`config.mk`:
```
export PLATFORM = sky130hd
export DESIGN_NAME = qdot_fpmul
export DESIGN_NICKNAME = d
export VERILOG_FILES = /design/src/design/qdot_pkg.sv /design/src/design/qdot_fpmul.sv
export SDC_FILE = /design/constraint.sdc
export NUM_CORES = 2
export LEC_CHECK = 0
export BUFFER_PORTS_ARGS = -buffer_cell sky130_fd_sc_hd__buf_2
export CELL_PAD_IN_SITES_DETAIL_PLACEMENT = 0
export CELL_PAD_IN_SITES_GLOBAL_PLACEMENT = 1
export CORE_UTILIZATION = 46
export CTS_BUF_LIST = sky130_fd_sc_hd__clkbuf_8
export DETAILED_ROUTE_END_ITERATION = 16
export PLACE_DENSITY = 0.91
export SYNTH_ARGS = -nofsm -noshare
export SYNTH_HDL_FRONTEND = slang
export SYNTH_SLANG_ARGS = --single-unit
```
`constraint.sdc`:
```
create_clock -name clk -period 7.8 [get_ports clk]
set_clock_uncertainty 0.15 [all_clocks]
set_input_delay 1.17 -clock clk [delete_from_list [all_inputs] [get_ports clk]]
set_output_delay 1.17 -clock clk [all_outputs]
set_load 0.005 [all_outputs]
```
`src/design/qdot_pkg.sv`:
```
// ----------------------------------------------------------------------------
// qdot_pkg
// Shared types, constants and format conversions for the block dot product.
// ----------------------------------------------------------------------------
`timescale 1ns / 1ps

package qdot_pkg;

  localparam int unsigned NUM_LANES = 4;
  localparam logic [31:0] FP32_QNAN = 32'h7FC0_0000;

  // stage loads of the fp32 adder
  typedef struct packed {
    logic align;
    logic add;
    logic norm;
  } qdot_add_ctl_t;

  // fp16 bit pattern to fp32 bit pattern, exact
  function automatic logic [31:0] h2f(input logic [15:0] h);
    logic        s;
    logic [4:0]  e;
    logic [9:0]  m;
    logic [3:0]  p;
    logic [22:0] mm;
    logic [31:0] r;
    s  = h[15];
    e  = h[14:10];
    m  = h[9:0];
    p  = '0;
    mm = '0;
    for (int i = 0; i < 10; i++) begin
      if (m[i]) p = 4'(i);
    end
    if (e == 5'd0) begin
      if (m == 10'd0) begin
        r = {s, 31'd0};
      end else begin
        // fp16 subnormal is a normal fp32 value
        mm = {13'd0, m} << (5'd23 - 5'(p));
        r  = {s, 8'(p) + 8'd103, mm};
      end
    end else if (e == 5'h1F) begin
      r = {s, 8'hFF, m, 13'd0};
    end else begin
      r = {s, 8'(e) + 8'd112, m, 13'd0};
    end
    return r;
  endfunction

  // signed integer (|v| <= 32768) to fp32, exact
  function automatic logic [31:0] i2f(input logic signed [16:0] v);
    logic        s;
    logic [15:0] mag;
    logic [3:0]  p;
    logic [22:0] mm;
    logic [31:0] r;
    s   = v[16];
    mag = s ? 16'(-v) : 16'(v);
    p   = '0;
    for (int i = 0; i < 16; i++) begin
      if (mag[i]) p = 4'(i);
    end
    mm = {7'd0, mag} << (5'd23 - 5'(p));
    if (mag == 16'd0) r = 32'd0;
    else              r = {s, 8'(p) + 8'd127, mm};
    return r;
  endfunction

endpackage

```
`src/design/qdot_fpmul.sv`:
```
// ----------------------------------------------------------------------------
// qdot_fpmul
// fp32 multiply: mantissa product registered, round to nearest even after.
// ----------------------------------------------------------------------------
`timescale 1ns / 1ps

module qdot_fpmul (
  input  logic        clk,
  input  logic        ld,
  input  logic [31:0] a,
  input  logic [31:0] b,
  output logic [31:0] y
);
  import qdot_pkg::*;

  // operands here are zero, normal, inf or NaN; finite products stay in the
  // normal range (scales >= 2^-48, integer sums <= 2^15), so no under/overflow
  logic        a_zero, b_zero, a_inf, b_inf, a_nan, b_nan;
  logic        nan_r, inf_r, zero_r, sign_r;
  logic [8:0]  esum_r;
  logic [47:0] prod_r;

  logic [9:0]  e10;
  logic [22:0] m;
  logic        g, st, inc;
  logic [24:0] m25;

  always_comb begin
    a_zero = (a[30:23] == 8'd0);
    b_zero = (b[30:23] == 8'd0);
    a_inf  = (a[30:23] == 8'hFF) && (a[22:0] == 23'd0);
    b_inf  = (b[30:23] == 8'hFF) && (b[22:0] == 23'd0);
    a_nan  = (a[30:23] == 8'hFF) && (a[22:0] != 23'd0);
    b_nan  = (b[30:23] == 8'hFF) && (b[22:0] != 23'd0);
  end

  always_ff @(posedge clk) begin
    if (ld) begin
      nan_r  <= a_nan || b_nan || (a_inf && b_zero) || (b_inf && a_zero);
      inf_r  <= a_inf || b_inf;
      zero_r <= a_zero || b_zero;
      sign_r <= a[31] ^ b[31];
      esum_r <= {1'b0, a[30:23]} + {1'b0, b[30:23]};
      prod_r <= {24'd0, 1'b1, a[22:0]} * {24'd0, 1'b1, b[22:0]};
    end
  end

  always_comb begin
    e10 = {1'b0, esum_r} - 10'd127;
    if (prod_r[47]) begin
      m   = prod_r[46:24];
      g   = prod_r[23];
      st  = |prod_r[22:0];
      e10 = e10 + 10'd1;
    end else begin
      m   = prod_r[45:23];
      g   = prod_r[22];
      st  = |prod_r[21:0];
    end
    inc = g && (st || m[0]);
    m25 = {2'b01, m} + 25'(inc);
    if (m25[24]) e10 = e10 + 10'd1;
    if (nan_r)       y = FP32_QNAN;
    else if (inf_r)  y = {sign_r, 8'hFF, 23'd0};
    else if (zero_r) y = {sign_r, 31'd0};
    else if (m25[24]) y = {sign_r, e10[7:0], 23'd0};
    else             y = {sign_r, e10[7:0], m25[22:0]};
  end

endmodule

```
; ---- Word level (Yosys, flattened, before mapping)
; Index checks and enable logic that the tools add are counted.
; W data, S select, Z words.
[classes]
add_sub_neg = 5
mul = 1
reduce_logical = 21
eq_ne = 2
bitwise_logic = 1
muxes = 9
[ops]
columns = cell, count
row1 = $mux W31, 2
row2 = $mul A24 B24 Y48, 1
row3 = $logic_not A23 Y1, 2
row4 = $mux W23, 2
row5 = $reduce_bool A23 Y1, 2
row6 = $mux W32, 1
row7 = $add A24 B1 Y25, 1
row8 = $reduce_or A23 Y1, 1
row9 = $reduce_or A22 Y1, 1
row10 = $add A8 B1 Y8 const B, 2
row11 = $eq A8 B8 Y1 const B, 2
row12 = $logic_not A8 Y1, 2
row13 = $mux W8, 2
row14 = $add A8 B8 Y8, 1
row15 = $sub A8 B7 Y8 const B, 1
row16 = $logic_and A1 B1 Y1, 7
row17 = $logic_or A1 B1 Y1, 6
row18 = $mux W1, 2
row19 = $xor A1 B1 Y1, 1
[word_totals]
inputBits = 66
elab_cells = 45
out_inout_bits = 32
reg_bits = 60

; ---- Logic depth before layout (Yosys ltp)
[depth]
depth_word = 9
depth_mapped = 27
mapped_depth_nobuf = 25

; ---- Least setup slack after synthesis
; OpenSTA, ideal clock, no wires.
[synth_timing]
path_type = in2reg
start = input a[10]
end = register prod_r[46] (data pin)
slack_ps = 258
cell_stages = 24
arrival_time_ps = 7134
cell_sequence = clkbuf_1 nand2_1 fa_1 fa_1 inv_1 fa_1 inv_1 fa_1 inv_1 fa_1 fa_1 inv_1 fa_1 inv_1 ha_1 a21oi_1 o21ai_0 a221oi_1 a31oi_1 a31o_2 a31oi_1 o21bai_1 a21oi_1 xnor2_1
[synth_between]
elab_chain_cells = 1
[synth_rtl]
columns = item, line
row1 = from (decl), qdot_fpmul.sv:10  ; input logic [31:0] a,
row2 = $mul A24 B24 Y48, qdot_fpmul.sv:44  ; prod_r <= {24'd0, 1'b1, a[22:0]} * {24'd0, 1'b1, b[22:0]};
row3 = to (signal assigned), qdot_fpmul.sv:44
row4 = to (decl), qdot_fpmul.sv:21  ; logic [47:0] prod_r;
; No other way between the ends.
; A chain may end at the register's enable or synchronous reset.

; ---- Worst setup path in the final report
[layout_timing]
start = input a[8]
end = register prod_r[46] (data pin)
; Same word-level chain as after synthesis.

==> run_results.csv <==
group,metric,value,unit
outcome,status,"complete, no violations",
detailed_routing,drt-total-wl,61300,µm
placement,gp_congestion,0.965,
setup_path,crit_path_frequent_cell,"fa_1",
sta,rsz0062_at_grt,"true",
setup_path,end_kind,"flip-flop",
final_layout,area_delta_synth_final,12.3,%
logic_synthesis,ys_dominant_reg_cell,"edfxtp_1",
clock_network,numClockSinks,60,
global_route,grt_antenna_before_repair,1,
detailed_routing,routedWlPerCell,18.4,µm
clock_network,clk_pin_slew,0.07,ns
detailed_routing,detail_route.drc_violations,0,
logic_synthesis,synth_edf_count,60,
logic_synthesis,synthTopCellsByCount,"inv_1, fa_1, nand2_1",
detailed_routing,dr_total_vias,17400,
clock_network,cts_buffers,9,
final_layout,layout-drive-gt1-share,12.5,%
logic_synthesis,synth.distinct_cells,58,
logic_synthesis,synthArstFlopShare,0,%
sta,relSlewSlack,47.8,%
sta,fin_crit_sh,97.3,%
placement,place_area,25000,µm²
global_route,grt_pass1_vias,19100,
floorplanning,dieWidth,223,µm
floorplanning,die_area,49700,µm²
setup_path,cp-start-kind,"input port",
logic_synthesis,syn_nets,3236,
final_layout,antenna_cells,0,
placement,dp_cells,3310,
detailed_routing,routed_via_density,5.24,
final_layout,design_area,25200,µm²
sta,worst_pin_slew,0.776,ns
clock_network,cts_resized,0,
detailed_routing,first_pass_iters,5,
sta,hold_viol,0,
sta,period_minus_slack,7.59,ns
floorplanning,initial_core_util,46.8,%
setup_path,crit_type,"in2reg",
logic_synthesis,yosys.area.top_type,"fa_1",
sta,finalMaxSlewViolations,0,
final_layout,seqCellArea,1800,µm²
final_layout,final_core_util,52.6,%
final_layout,final_cells,3326,
final_layout,multi_input_area,17900,µm²
setup_path,cp_slowest_cell,"fa_1",
placement,detailed_place_hpwl,53400,µm
logic_synthesis,syn_area_per_cell,8.97,µm²
logic_synthesis,synthCells,2502,
final_layout,n_fill_cell,4343,
setup_path,crit_required,7.75,ns
job,cap_violations,0,
setup_path,path_max_fanout,11,
floorplanning,rows,80,
clock_network,hold_buffers,0,
floorplanning,fp.coreArea,47900,µm²
setup_path,slowest_delay,0.56,ns
logic_synthesis,syn_area,22400,µm²
sta,setup_viol,0,
logic_synthesis,synthTopCellsByArea,"fa_1, ha_1, inv_1, edfxtp_1, and2_1",
global_route,grt_pass1_wl,99700,µm
hold_path,hold_class,"in2reg",
clock_network,ctsRootBufferMaster,"clkbuf_8",
global_route,grt_max_degree,61,
logic_synthesis,netlist.area_leader.share,43.1,%
logic_synthesis,synth-seq-cells,60,
floorplanning,io-pin-count,98,
logic_synthesis,ys_seq_area_share,8.03,%
global_route,grt_usage,25.7,%
placement,io_buffers,97,
sta,fin_ws,0.208,ns
final_layout,nNetsFinal,3440,
detailed_routing,ant_nets,0,
logic_synthesis,synth-warning-count,0,
logic_synthesis,yosysMostFrequentCell,"inv_1",
clock_network,cts_max_level,3,
clock_network,clock_path_buffers,2,
setup_path,critical_path.cell_chain,"buf_2 > buf_4 > nand2_1 > fa_1 > inv_1 > fa_1 > fa_1 > fa_1 > fa_1 > fa_1 > inv_1 > fa_1 > inv_1 > ha_1 > a21oi_1 > o21ai_0 > a221oi_2 > buf_4 > a31oi_1 > a31o_2 > a31oi_1 > o21bai_1 > a21oi_1 > xnor2_1",
global_route,overflow,0,
clock_network,cts_setup_buffers,0,
placement,dp_slack,-0.314,ns
setup_path,crit_arrival,7.54,ns
clock_network,cts_tree,"yes",
floorplanning,die_h,223,µm
sta,max_freq,132,MHz
detailed_routing,drt_iter0_markers,1228,
-- layout make-up --
| cell class | count | share of cell area (%) |
|---|---|---|
| multi-input cells | 1725 | 71.2 |
| inverters | 603 | 8.98 |
| repair buffers | 307 | 8.85 |
| flip-flops and latches | 60 | 7.15 |
| well taps | 615 | 3.05 |
| clock buffers | 9 | 0.491 |
| clock inverters | 7 | 0.298 |
-- per-stage QoR --
step	hold slack [ns]	TNS, ns
after floorplan	1.13	0
after global placement	1.36	-0.934
after detailed placement	1.36	-1.98
after CTS	0.981	0
after global routing	0.971	-0.0239
final	1.00	0
-- critical path, delay by kind of cell --
kind / cells / cell delay, ns
and+or+nand+nor: 1 / 0.11
AOI/OAI and AO/OA: 8 / 1.54
adders and majority gates: 8 / 3.77
xor gates and xnor gates: 1 / 0.08
buffers and inverters: 6 / 0.86
-- path summary, 6_finish.rpt --
kind,start,end,slack [ns],cells past startpoint
max,a[8],prod_r[46],0.21,24
min,b[31],sign_r,1.00,2
-- registers in the layout, indices dropped and copies added, names as in the netlist --
name    flops
nan_r       1
prod_r     48
inf_r       1
zero_r      1
sign_r      1
esum_r      8
-- routing by layer --
metal | vias to the layer above | routed length (µm) | track usage, % | part of all wire, %
li1 | 7865 | - | - | -
met1 | 8751 | 26100 | 34.3 | 43
met2 | 703 | 28800 | 43.1 | 47
met3 | 118 | 4450 | 3.71 | 7.3
met4 | 2 | 1940 | 8.25 | 3.2
met5 | - | 13 | 0 | 0.021
-- layout by cell type (no fill, tap or decap), types with 4 or more instances in the layout --
cell type | synthesis | layout
and3_1 | 12 | 12
nand3_1 | 24 | 24
mux2i_1 | 14 | 14
ha_1 | 185 | 185
nand2b_1 | 7 | 7
edfxtp_1 | 60 | 60
a31oi_1 | 6 | 6
a211oi_1 | 16 | 16
nor4_1 | 19 | 19
a21oi_1 | 54 | 54
fa_1 | 483 | 483
xor2_1 | 43 | 43
inv_1 | 600 | 600
o211ai_1 | 9 | 9
clkbuf_8 | 0 | 9
a21o_1 | 19 | 19
buf_12 | 0 | 12
xnor2_1 | 54 | 54
buf_4 | 1 | 198
nand2_1 | 307 | 307
o21ai_0 | 36 | 34
o21bai_1 | 12 | 12
nor2b_1 | 6 | 6
nor3_1 | 14 | 14
buf_2 | 4 | 89
and2_1 | 253 | 253
nand4_1 | 18 | 18
clkbuf_4 | 0 | 8
o31ai_1 | 4 | 4
nor2_1 | 92 | 92
o21a_1 | 5 | 5
-- cell families after synthesis --
logic type      after synthesis  share of synthesized area, %
xor+xnor                     97                          3.78
buf+inv                     717                          12.1
simple gates                762                          16.8
compound gates              181                          5.14
fa+ha+maj                   668                          53.4
mux                          17                         0.775
flops                        60                          8.03
Power is left out: the tool's default activity adds up to more than one toggle a clock period on the data nets, which glitch-free logic cannot reach.
