==> src/design/qdot_pkg.sv <==
// ----------------------------------------------------------------------------
// qdot_pkg
// Shared types, constants and format conversions for the block dot product.
// ----------------------------------------------------------------------------
`timescale 1ns / 1ps

package qdot_pkg;

  localparam int unsigned NUM_LANES = 4;
  localparam logic [31:0] FP32_QNAN = 32'h7FC0_0000;

  // stage loads of the fp32 adder
  typedef struct packed {
    logic align;
    logic add;
    logic norm;
  } qdot_add_ctl_t;

  // fp16 bit pattern to fp32 bit pattern, exact
  function automatic logic [31:0] h2f(input logic [15:0] h);
    logic        s;
    logic [4:0]  e;
    logic [9:0]  m;
    logic [3:0]  p;
    logic [22:0] mm;
    logic [31:0] r;
    s  = h[15];
    e  = h[14:10];
    m  = h[9:0];
    p  = '0;
    mm = '0;
    for (int i = 0; i < 10; i++) begin
      if (m[i]) p = 4'(i);
    end
    if (e == 5'd0) begin
      if (m == 10'd0) begin
        r = {s, 31'd0};
      end else begin
        // fp16 subnormal is a normal fp32 value
        mm = {13'd0, m} << (5'd23 - 5'(p));
        r  = {s, 8'(p) + 8'd103, mm};
      end
    end else if (e == 5'h1F) begin
      r = {s, 8'hFF, m, 13'd0};
    end else begin
      r = {s, 8'(e) + 8'd112, m, 13'd0};
    end
    return r;
  endfunction

  // signed integer (|v| <= 32768) to fp32, exact
  function automatic logic [31:0] i2f(input logic signed [16:0] v);
    logic        s;
    logic [15:0] mag;
    logic [3:0]  p;
    logic [22:0] mm;
    logic [31:0] r;
    s   = v[16];
    mag = s ? 16'(-v) : 16'(v);
    p   = '0;
    for (int i = 0; i < 16; i++) begin
      if (mag[i]) p = 4'(i);
    end
    mm = {7'd0, mag} << (5'd23 - 5'(p));
    if (mag == 16'd0) r = 32'd0;
    else              r = {s, 8'(p) + 8'd127, mm};
    return r;
  endfunction

endpackage

==> src/design/qdot_fpadd.sv <==
// ----------------------------------------------------------------------------
// qdot_fpadd
// fp32 add in three registered steps (align, add, leading-zero count) and a
// final normalize and round to nearest even.
// ----------------------------------------------------------------------------
`timescale 1ns / 1ps

module qdot_fpadd (
  input  logic                   clk,
  input  qdot_pkg::qdot_add_ctl_t ctl,
  input  logic [31:0]            a,
  input  logic [31:0]            b,
  output logic [31:0]            y
);
  import qdot_pkg::*;

  // all finite values seen are multiples of 2^-48, so results never go
  // subnormal; overflow to infinity is handled
  logic        a_inf, b_inf, a_nan, b_nan, a_big;
  logic [7:0]  ea, eb, e_big, e_sml, d;
  logic [23:0] ma, mb, m_big, m_sml;
  logic [26:0] ext, sh, msk;
  logic [26:0] aligned;

  logic        s1_nan, s1_inf, s1_isign, s1_zsign, s1_sub, s1_sign;
  logic [7:0]  s1_exp;
  logic [23:0] s1_mb;
  logic [26:0] s1_ms;

  logic        s2_nan, s2_inf, s2_isign, s2_zsign, s2_sign;
  logic [7:0]  s2_exp;
  logic [27:0] s2_sum;

  logic        s3_nan, s3_inf, s3_isign, s3_zsign, s3_sign;
  logic [7:0]  s3_exp;
  logic [27:0] s3_sum;
  logic [4:0]  s3_lz;

  logic [4:0]  lz;
  logic [26:0] n27;
  logic [9:0]  e10;
  logic        g, st, inc;
  logic [24:0] m25;

  // align
  always_comb begin
    ea    = a[30:23];
    eb    = b[30:23];
    ma    = (ea == 8'd0) ? 24'd0 : {1'b1, a[22:0]};
    mb    = (eb == 8'd0) ? 24'd0 : {1'b1, b[22:0]};
    a_inf = (ea == 8'hFF) && (a[22:0] == 23'd0);
    b_inf = (eb == 8'hFF) && (b[22:0] == 23'd0);
    a_nan = (ea == 8'hFF) && (a[22:0] != 23'd0);
    b_nan = (eb == 8'hFF) && (b[22:0] != 23'd0);
    a_big = (a[30:0] >= b[30:0]);
    e_big = a_big ? ea : eb;
    e_sml = a_big ? eb : ea;
    m_big = a_big ? ma : mb;
    m_sml = a_big ? mb : ma;
    d     = e_big - e_sml;
    ext   = {m_sml, 3'd0};
    sh    = ext >> d[4:0];
    msk   = ~({27{1'b1}} << d[4:0]);
    if (d >= 8'd27) aligned = {26'd0, |ext};
    else            aligned = sh | {26'd0, |(ext & msk)};
  end

  always_ff @(posedge clk) begin
    if (ctl.align) begin
      s1_nan   <= a_nan || b_nan || (a_inf && b_inf && (a[31] != b[31]));
      s1_inf   <= a_inf || b_inf;
      s1_isign <= a_inf ? a[31] : b[31];
      s1_zsign <= a[31] && b[31];
      s1_sub   <= a[31] ^ b[31];
      s1_sign  <= a_big ? a[31] : b[31];
      s1_exp   <= e_big;
      s1_mb    <= m_big;
      s1_ms    <= aligned;
    end
  end

  // add
  always_ff @(posedge clk) begin
    if (ctl.add) begin
      s2_nan   <= s1_nan;
      s2_inf   <= s1_inf;
      s2_isign <= s1_isign;
      s2_zsign <= s1_zsign;
      s2_sign  <= s1_sign;
      s2_exp   <= s1_exp;
      if (s1_sub) s2_sum <= {1'b0, s1_mb, 3'd0} - {1'b0, s1_ms};
      else        s2_sum <= {1'b0, s1_mb, 3'd0} + {1'b0, s1_ms};
    end
  end

  // leading-zero count below the carry bit
  always_comb begin
    lz = '0;
    for (int i = 0; i < 27; i++) begin
      if (s2_sum[i]) lz = 5'(26 - i);
    end
  end

  always_ff @(posedge clk) begin
    if (ctl.norm) begin
      s3_nan   <= s2_nan;
      s3_inf   <= s2_inf;
      s3_isign <= s2_isign;
      s3_zsign <= s2_zsign;
      s3_sign  <= s2_sign;
      s3_exp   <= s2_exp;
      s3_sum   <= s2_sum;
      s3_lz    <= lz;
    end
  end

  // normalize and round
  always_comb begin
    if (s3_sum[27]) begin
      n27 = {s3_sum[27:2], |s3_sum[1:0]};
      e10 = {2'd0, s3_exp} + 10'd1;
    end else begin
      n27 = s3_sum[26:0] << s3_lz;
      e10 = {2'd0, s3_exp} - {5'd0, s3_lz};
    end
    g   = n27[2];
    st  = |n27[1:0];
    inc = g && (st || n27[3]);
    m25 = {1'b0, n27[26:3]} + 25'(inc);
    if (m25[24]) e10 = e10 + 10'd1;
    if (s3_nan)                   y = FP32_QNAN;
    else if (s3_inf)              y = {s3_isign, 8'hFF, 23'd0};
    else if (s3_sum == 28'd0)     y = {s3_zsign, 31'd0};
    else if (e10 >= 10'd255)      y = {s3_sign, 8'hFF, 23'd0};
    else if (m25[24])             y = {s3_sign, e10[7:0], 23'd0};
    else                          y = {s3_sign, e10[7:0], m25[22:0]};
  end

endmodule

==> config.mk <==
export PLATFORM = sky130hd
export DESIGN_NAME = qdot_fpadd
export DESIGN_NICKNAME = d
export VERILOG_FILES = /design/src/design/qdot_pkg.sv /design/src/design/qdot_fpadd.sv
export SDC_FILE = /design/constraint.sdc
export NUM_CORES = 1
export LEC_CHECK = 0
export CORE_MARGIN = 8
export CORE_UTILIZATION = 40
export DETAILED_ROUTE_END_ITERATION = 10
export DONT_BUFFER_PORTS = 1
export PLACE_DENSITY = 0.57
export SLEW_MARGIN = 40
export SYNTH_ARGS = -nofsm -noshare
export SYNTH_HDL_FRONTEND = slang
export SYNTH_SLANG_ARGS = --single-unit
==> constraint.sdc <==
create_clock -name clk -period 7.9 [get_ports clk]
set_input_delay 0.79 -clock clk [delete_from_list [all_inputs] [get_ports clk]]
set_output_delay 0.79 -clock clk [all_outputs]
set_load 0.02 [all_outputs]
# --- Yosys cells after proc, flatten, opt, wreduce, memory -nomap -nowiden ---
# Index checks and enable logic that the tools add are counted.
classes:
  add_sub_neg: 7
  n_mul: 0
  n_div: 0
  n_lt_le_gt_ge: 3
  eq_ne: 3
  shift: 3
  n_mux: 44
  bitwise_logic: 4
  reduce_logical: 27
op_table:
  columns: ["operator", "n"]
  rows:
  - ["two-way mux 24 bit", 4]
  - ["two-way mux 32 bit", 3]
  - ["two-way mux 5 bit", 11]
  - ["logical NOT 23 bit", 2]
  - ["nonzero test 23 bit", 2]
  - ["two-way mux 4 bit", 8]
  - ["greater-or-equal comparator 31 bit", 1]
  - ["two-way mux 31 bit", 1]
  - ["adder 27 x 27 -> 28 bit", 1]
  - ["logical NOT 28 bit", 1]
  - ["two-way mux 28 bit", 1]
  - ["subtractor 27 x 27 -> 28 bit", 1]
  - ["AND 27 bit", 1]
  - ["two-way mux 27 bit", 1]
  - ["NOT 27 bit", 1]
  - ["bitwise OR 27 x 1 -> 27 bit", 1]
  - ["OR reduction 27 bit", 1]
  - ["<< shifter 27 x 5 -> 27 bit", 1]
  - ["<< shifter 27 x 5 -> 27 bit (first input constant)", 1]
  - ["right shift 27 x 5 -> 27 bit", 1]
  - ["adder 24 x 1 -> 25 bit", 1]
  - ["OR reduction 24 bit", 1]
  - ["two-way mux 23 bit", 1]
  - ["two-way mux 10 bit", 2]
  - ["other kinds (20)", 42]
word_totals:
  regBits: 152
  latch_bits: 0
  ramBits: 0
  romBits: 0
  input_bits: 68
  output_inout_bits: 32
  elab_cells: 120
  memories: 0

# --- Logic depth before layout (Yosys ltp) ---
# Gate-level depths: netlist (run 1).
logic_depth:
  word_depth: 26
  mapped_depth: 28
  depth_no_buf: 20

# --- Worst setup path after synthesis (run 1) ---
# OpenSTA, ideal clock, no wires.
synth_path:
  path_type: "input to register"
  startpoint: "input port b[26]"
  endpoint: "register s1_ms[0], data pin"
  setup_time_ps: 260
  arrival_ps: 5889
  t_required_ps: 7640
  path_slack_ps: 1751
  path_stages: 26
  path_buffers: 9
  cell_sequence: "inv_1 -> ha_1 -> buf_2 -> and2_1 -> a221o_1 -> a221oi_1 -> o21ai_1 -> nor2_1 -> buf_4 -> buf_4 -> buf_4 -> buf_2 -> buf_2 -> buf_1 -> nor2_1 -> a21oi_1 -> ha_1 -> clkbuf_1 -> inv_2 -> buf_1 -> nor2_1 -> a22oi_1 -> nand3_1 -> a221oi_1 -> o2111ai_1 -> mux2_2"
synth_between:
  elab_chain_cells: 9
  word_cells_on_any_way: 16
  cone_classes: "1 x add/sub; 2 x order compare; 2 x shift; 5 x mux; 3 x bitwise; 3 x reduce/logical"
synth_rtl:
  columns: ["element", "line_no", "text"]
  rows:
  - ["start, declared", "qdot_fpadd.sv:12", "input logic [31:0] b,"]
  - ["greater-or-equal comparator 31 bit", "qdot_fpadd.sv:55", "a_big = (a[30:0] >= b[30:0]);"]
  - ["two-way mux 8 bit, on equally long branches", "qdot_fpadd.sv:56, qdot_fpadd.sv:57", null]
  - ["subtractor 8 bit", "qdot_fpadd.sv:60", "d = e_big - e_sml;"]
  - ["<< shifter 27 x 5 -> 27 bit", "qdot_fpadd.sv:63", "msk = ~({27{1'b1}} << d[4:0]);"]
  - ["NOT 27 bit", "qdot_fpadd.sv:63", null]
  - ["AND 27 bit", "qdot_fpadd.sv:65", "else aligned = sh | {26'd0, |(ext & msk)};"]
  - ["OR reduction 27 bit", "qdot_fpadd.sv:65", null]
  - ["bitwise OR 27 x 1 -> 27 bit", "qdot_fpadd.sv:65", null]
  - ["two-way mux 1 bit *", "qdot_fpadd.sv:64", "if (d >= 8'd27) aligned = {26'd0, |ext};"]
  - ["via aligned[0]", "qdot_fpadd.sv:23", "logic [26:0] aligned;"]
  - ["end signal, assigned", "qdot_fpadd.sv:78", "s1_ms <= aligned;"]
  - ["end, declared", "qdot_fpadd.sv:28", "logic [26:0] s1_ms;"]
# The timed path passes the listed nets; every way through them passes the cells marked *.
# A chain may end at the register's enable or synchronous reset.

# --- Worst setup path in the final report (run 1) ---
layout_path:
  startpoint: "register s3_lz[3]"
  endpoint: "output port y[4]"
layout_between:
  elab_chain_cells: 12
  word_cells_on_any_way: 16
  cone_classes: "3 x add/sub; 1 x order compare; 1 x shift; 8 x mux; 3 x reduce/logical"
layout_rtl:
  columns: ["element", "line_no", "text"]
  rows:
  - ["start, declared", "qdot_fpadd.sv:37", "logic [4:0] s3_lz;"]
  - ["start signal, assigned", "qdot_fpadd.sv:113", "s3_lz <= lz;"]
  - ["<< shifter 27 x 5 -> 27 bit", "qdot_fpadd.sv:123", "n27 = s3_sum[26:0] << s3_lz;"]
  - ["two-way mux 27 bit", "qdot_fpadd.sv:119", "if (s3_sum[27]) begin"]
  - ["OR reduction 2 bit", "qdot_fpadd.sv:127", "st = |n27[1:0];"]
  - ["logical OR 1 bit", "qdot_fpadd.sv:128", "inc = g && (st || n27[3]);"]
  - ["logical AND 1 bit", "qdot_fpadd.sv:128", null]
  - ["adder 24 x 1 -> 25 bit", "qdot_fpadd.sv:129", "m25 = {1'b0, n27[26:3]} + 25'(inc);"]
  - ["two-way mux 10 bit", "qdot_fpadd.sv:130", "if (m25[24]) e10 = e10 + 10'd1;"]
  - ["greater-or-equal comparator 10 x 8 -> 1 bit", "qdot_fpadd.sv:134", "else if (e10 >= 10'd255) y = {s3_sign, 8'hFF, 23'd0};"]
  - ["two-way mux 31 bit *", "qdot_fpadd.sv:134", null]
  - ["two-way mux 32 bit *", "qdot_fpadd.sv:133", "else if (s3_sum == 28'd0) y = {s3_zsign, 31'd0};"]
  - ["two-way mux 32 bit *", "qdot_fpadd.sv:132", "else if (s3_inf) y = {s3_isign, 8'hFF, 23'd0};"]
  - ["two-way mux 32 bit *", "qdot_fpadd.sv:131", "if (s3_nan) y = FP32_QNAN;"]
  - ["end, declared", "qdot_fpadd.sv:13", "output logic [31:0] y"]
# Mark *: on every way between the ends. The rest lies on a longest branch, timed or not.

==> results of run 1 <==
flip-flops by register name (all words and copies together) (netlist names), 5 cells and up:
name,cells
s2_sum,28
s3_sum,28
s1_ms,27
s1_mb,24
s1_exp,8
s2_exp,8
s3_exp,8
s3_lz,5
report_power, final:
| part | leakage [nW] | switching [W] | internal [W] |
|---|---|---|---|
| Combinational | 4.24 | 0.000789 | 0.000574 |
| Sequential | 1.48 | 0.000106 | 0.00104 |
| Clock | 0.286 | 0.000337 | 0.000447 |
worst max path at each step:
stage	endpoint	slack, ns
after floorplan	s1_ms[0]	1.75
after global placement	y[4]	2.07
after detailed placement	s1_ms[0]	1.85
after CTS	y[4]	1.47
after global routing	y[4]	1.0
final	y[4]	1.52
cell usage in the layout, fill, tap and decap left out, types with 8 or more instances in the layout:
| cell | n |
|---|---|
| edfxtp_1 | 152 |
| nor2_1 | 146 |
| nand2_1 | 136 |
| inv_1 | 115 |
| a21oi_1 | 104 |
| o21ai_0 | 96 |
| ha_1 | 92 |
| mux2i_1 | 79 |
| nand3_1 | 50 |
| nor3_1 | 43 |
| xnor2_1 | 36 |
| mux4_2 | 35 |
| nor4_1 | 32 |
| xor2_1 | 26 |
| mux2_2 | 23 |
| a31oi_1 | 18 |
| a211oi_1 | 17 |
| clkbuf_16 | 17 |
| nor2b_1 | 16 |
| buf_4 | 16 |
| nand2b_1 | 15 |
| o31ai_1 | 14 |
| o211ai_1 | 14 |
| nand4_1 | 13 |
| or3_1 | 13 |
| a21o_1 | 12 |
| mux4_1 | 11 |
| o21a_1 | 10 |
| a22oi_1 | 9 |
| a221oi_1 | 9 |
| nor3b_1 | 9 |
| o21bai_1 | 9 |
| and2_1 | 8 |
| and3_1 | 8 |
| inv_6 | 8 |
critical path: cells and delay by family (launching register included):
kind | cells | cell delay [ns]
buffers and inverters | 1 | 0.48
AOI/OAI and AO/OA | 3 | 0.42
muxes | 1 | 0.21
adders and majority gates | 2 | 0.43
and+or+nand+nor | 11 | 3.02
DFF | 1 | 0.59
through the flow:
step | hold WS, ns | total power (W) | setup slack (ns) | area, um2 | utilization, %
2_1_floorplan | 0.400 | 0.00219 | 1.75 | 14200 | -
3_5_place_dp | 0.405 | 0.00251 | 1.85 | 14600 | 41.3
3_3_place_gp | 0.404 | 0.00250 | 2.07 | 14600 | 41.3
6_report | 0.419 | 0.00329 | 1.52 | 15200 | 43.0
5_1_grt | 0.423 | 0.00349 | 0.996 | 15200 | 43.0
4_1_cts | 0.422 | 0.00330 | 1.47 | 15200 | 42.9
final cells by class:
class	instances	area, um2	area share [%]
Inverter	118	443	2.92
Tap cell	461	577	3.80
Timing Repair Buffer	17	125	0.824
Sequential cell	152	4560	30.1
Multi-Input combinational cell	1209	8890	58.6
Clock inverter	14	149	0.981
Clock buffer	18	429	2.83
kinds of logic (layout without fill, tap and decap cells):
logic type | count (synthesis) | count (layout) | share of synthesized area [%]
simple gates | 523 | 523 | 17.9
compound gates | 378 | 378 | 16.8
buf+inv | 196 | 167 | 5.91
flops | 152 | 152 | 32.0
mux | 148 | 148 | 14.9
fa+ha+maj | 94 | 94 | 8.36
xor+xnor | 66 | 66 | 4.06
routing by layer:
metal	up-vias	share of wire [%]	global-route usage (%)
li1	5735	-	-
met1	5559	42	21.7
met2	360	48	30.5
met3	91	5.6	3.62
met4	0	4.5	9.21
met5	-	0	0
==> results.toml, run 1 <==
[timing]
tns_ns = 0
setup_viol = 0
rsz0062_at_grt = "no"
timing.fmax_ghz = 0.157
min_period_ns = 6.38
slew_violations = 0
hold_viol_final = 0
period_share_pct = 80.7
worstMarginPinSlew_ns = 0.823
finClkSkew_ns = 0.00743
relSlewSlack_pct = 44.6

[worst_setup_path]
slowest_stage = "nor3b_1"
critical_path.max_stage_delay_ns = 0.65
startpoint_type = "register"
cp-end-kind = "output port"
cp.required_ns = 7.11
r2r_slack_ns = 4.02
crit_fanout = 21
crit_arrival_ns = 5.59
crit_chain = "inv_1 -> nand2_1 -> nor2_1 -> a22o_1 -> nand2b_1 -> a21oi_1 -> nor2_1 -> ha_1 -> ha_1 -> o2111ai_1 -> nand2b_1 -> nor3_2 -> and4_4 -> nand4_1 -> mux2i_1 -> and3_1 -> nand3b_4 -> nor3b_1"
crit_type = "register to output port"
startpoint = "s3_lz[3]"
reg2reg_to = "s2_sum[27]"
reg2reg_depth = 11
r2r_start = "s1_mb[7]"

[route]
firstDrtPassIters = 5
vias = 11745
drc = 0
ant_nets = 0
routed_wl_mm = 38.8
first_iter_violations = 768
drt-vias-per-instance = 5.90
avgRoutedWirePerCell_um = 19.5

[logic_synthesis]
syn-num-nets = 1719
ys_types = 81
synthCells = 1557
synth-edff-count = 152
synth_area_leaders = "edfxtp_1 32%, ha_1 8.1%, mux2i_1 5.6%, mux4_2 5.5%, nor2_1 3.9%"
avgSynthCellArea_um2 = 9.15
ys.warnings.count = 0
seq_area_frac_synth_pct = 32.0
synth_commonest_cells = "152 x edfxtp_1, 147 x nor2_1, 136 x nand2_1, 115 x inv_1, 104 x a21oi_1"
synth_top_cell_by_area = "edfxtp_1"
syn_area_um2 = 14200
synthArstFlopShare_pct = 0
yosysMostFrequentCell = "edfxtp_1"
synth_top_cell_area_share_pct = 32.0
synth-seq-cells = 152
ys.flop_type = "edfxtp_1"

[grt]
grt-ovfl-total = 0
grt_pass1_vias = 11445
antenna_found_initial = 0
grt_start_max_net_pins = 66
grtUsageTotal_pct = 18.1
grt_pass1_wl_mm = 61.4

[place]
gp_congestion = 0.914
portBuffers = 0
dp_hpwl_mm = 30.8
dp.cells = 1956

[die]
fp.coreArea_um2 = 35300
die-area_um2 = 41900
die_y_um = 205
die_w_um = 205
io_pins = 100
start_util_pct = 40.3
rows = 69

[finish]
antennaDiodeCount = 0
area_growth_syn_to_layout_pct = 6.54
nFillCells = 3464
layout.nets = 1677
layout.cells.non_filler = 1989
drive_gt1_share_pct = 8.51

[clock_tree]
clock_path_buffers = 2
cts_tree = "yes"
clock_latency_ns = 0.42
ctsRootBufferMaster = "clkbuf_16"
postCtsResizedCells = 0
postCtsHoldBufs = 0
cts.sinks = 152
clkTransAtPathRegs_ns = 0.06
htreeDepth = 4
postCtsSetupRepairBufs = 0
numCtsBuffers = 17

[hold_path]
hp-start = "s2_exp[5]"
hp-class = "register to register"
whs_endpoint = "s3_exp[5]"
min_path_cells = 0

[power]
powerDensity_nw_per_um2 = 217
peakVddDrop_mv = 0.118
leakage_nw = 6.00

[run_status]
status = "completed"

[job]
cap_violations = 0
(Power assumes the default switching activity.)
==> run 2: changes to the inputs <==
==> constraint.sdc (replaced) <==
create_clock -name clk -period 5.9 [get_ports clk]
set_input_delay 0.59 -clock clk [delete_from_list [all_inputs] [get_ports clk]]
set_output_delay 0.59 -clock clk [all_outputs]
set_load 0.02 [all_outputs]
==> results.toml, run 2 (synthesis results as in run 1) <==
[clock_tree]
clock_path_buffers = 2
cts.sinks = 152
numCtsBuffers = 17
clkTransAtPathRegs_ns = 0.06
clock_latency_ns = 0.42
htreeDepth = 4
ctsRootBufferMaster = "clkbuf_16"
cts_tree = "yes"

[timing]
period_share_pct = 93.3
hold_viol_final = 0
final.setup.worst_slack_ns = 0.398
relSlewSlack_pct = 45.8
slew_violations = 0
min_period_ns = 5.50
timing.fmax_ghz = 0.182
hold_slack_ns = 0.285
finClkSkew_ns = 0.00630
tns_ns = 0
setup_viol = 0
rsz0062_at_grt = "no"
worstMarginPinSlew_ns = 0.806

[die]
die_w_um = 205
io_pins = 100
fp.coreArea_um2 = 35300
start_util_pct = 40.3
die_y_um = 205
rows = 69
die-area_um2 = 41900

[worst_setup_path]
slowest_stage = "edfxtp_1"
crit_chain = "nor2_1 -> nand2_1 -> nor2_1 -> a22o_1 -> nand2b_1 -> a21oi_1 -> nor2_1 -> ha_1 -> ha_1 -> o2111ai_1 -> nand2b_1 -> nor3_2 -> and4_4 -> nand4_1 -> mux2i_1 -> and3_2 -> nand3b_4 -> nor3b_1 -> buf_4"
startpoint_type = "register"
crit_path_frequent_cell = "nor2_1"
crit_family = "simple AND/OR/NAND/NOR gates"
cp.required_ns = 5.31
crit_type = "register to output port"
path_buf_inv = 1
crit_fanout = 21
cp-end-kind = "output port"
crit_arrival_ns = 4.91
critical_path.max_stage_delay_ns = 0.53

[grt]
antenna_found_initial = 0
grt_start_max_net_pins = 118
grt_pass1_wl_mm = 61.5
busiest_layer = "met2"
grtUsageTotal_pct = 18.1
met1_usage_pct = 22.0
grt_util_met3_pct = 3.15
grt_pass1_vias = 11341
grt-ovfl-total = 0
met2_usage_pct = 31.3

[power]
peakVddDrop_mv = 0.123
p_comb_share_pct = 41.3
leakage_nw = 6.19
p_seq_share_pct = 34.2
switching_share_pct = 36.9
p_int_w = 0.00283
switchingPower_w = 0.00166
powerDensity_nw_per_um2 = 290
power_frac_clock_pct = 24.6

[route]
avgRoutedWirePerCell_um = 19.1
drt-vias-per-instance = 5.86
routed_wl_mm = 38.6
firstDrtPassIters = 6
drc = 0
first_iter_violations = 663
vias = 11845
ant_nets = 0

[finish]
area_growth_syn_to_layout_pct = 8.63
final_cell_mix = "152 x edfxtp_1, 146 x nor2_1, 136 x nand2_1, 115 x inv_1, 104 x a21oi_1"
largestRegisters = "s2_sum: 28 flops, s3_sum: 28 flops, s1_ms: 27 flops"
antennaDiodeCount = 0
layout.nets = 1709
drive_gt1_share_pct = 10.5
fin_area_um2 = 15500
final_common_cell = "edfxtp_1"

[place]
gp_congestion = 0.932
dpl-instance-area_um2 = 14800
post-place-ws_ns = 0.355
portBuffers = 0
dp_hpwl_mm = 30.7

[run_status]
status = "completed"

[job]
cap_violations = 0

[hold_path]
hp-class = "primary input to register"
[run 2: cell count changes in the layout (fill, tap and decap cells not counted), sizes merged]
cell | before | now
clkinvlp | 0 | 1
inv | 127 | 125
clkbuf | 18 | 17
bufinv | 1 | 2
buf | 17 | 49
clkinv | 4 | 5
[run 2: metrics by stage]
stage / power [W] / util, % / instances
3_5_place_dp: 0.00338 / 42.0 / 1987
6_report: 0.00449 / 43.8 / 2021
3_3_place_gp: 0.00337 / 42.0 / 1987
2_1_floorplan: 0.00293 / - / 1557
4_1_cts: 0.00450 / 43.7 / 2019
5_1_grt: 0.00476 / 43.8 / 2021
[run 2: cell type report]
class	count	area (um2)
multi-input combinational	1209	8890
tap	461	577
clock inverter	15	183
timing repair buffer	49	393
sequential	152	4560
clock buffer	17	425
inverter	118	443
fill	3408	19800
[run 2: timing repair]
action | 4_1_cts | 5_1_grt
endpoints found under the setup margin | 0 | 22
buffers inserted | 0 | 2
resized for setup | 0 | 2
hold buffers | 0 | 0
[run 2: worst paths after layout]
check / from / end / cells past startpoint / slack, ns
worst max-delay path: s3_lz[4] / y[4] / 19 / 0.40
worst max register to register: s1_mb[7] / s2_sum[27] / 11 / 2.01
worst min-delay path: ctl[0] / s3_sum[0] / 0 / 0.29
worst min register to register: s2_isign / s3_isign / 0 / 0.41
[run 2: power groups by stage]
stage	combinational (W)	clock, W	sequential, W
after CTS	0.00182	0.00113	0.00155
after floorplan	0.00143	0	0.00150
after global routing	0.00204	0.00117	0.00156
final	0.00185	0.00110	0.00153
after global placement	0.00181	0	0.00156
after detailed placement	0.00181	0	0.00157
[run 2: metal layers]
metal | share of wire [%] | wire, um | vias to the layer above
met4 | 3.3 | 1270 | 0
met2 | 49 | 18900 | 377
met1 | 42 | 16300 | 5612
li1 | - | - | 5795
met5 | 0 | 0 | -
met3 | 5.6 | 2160 | 61
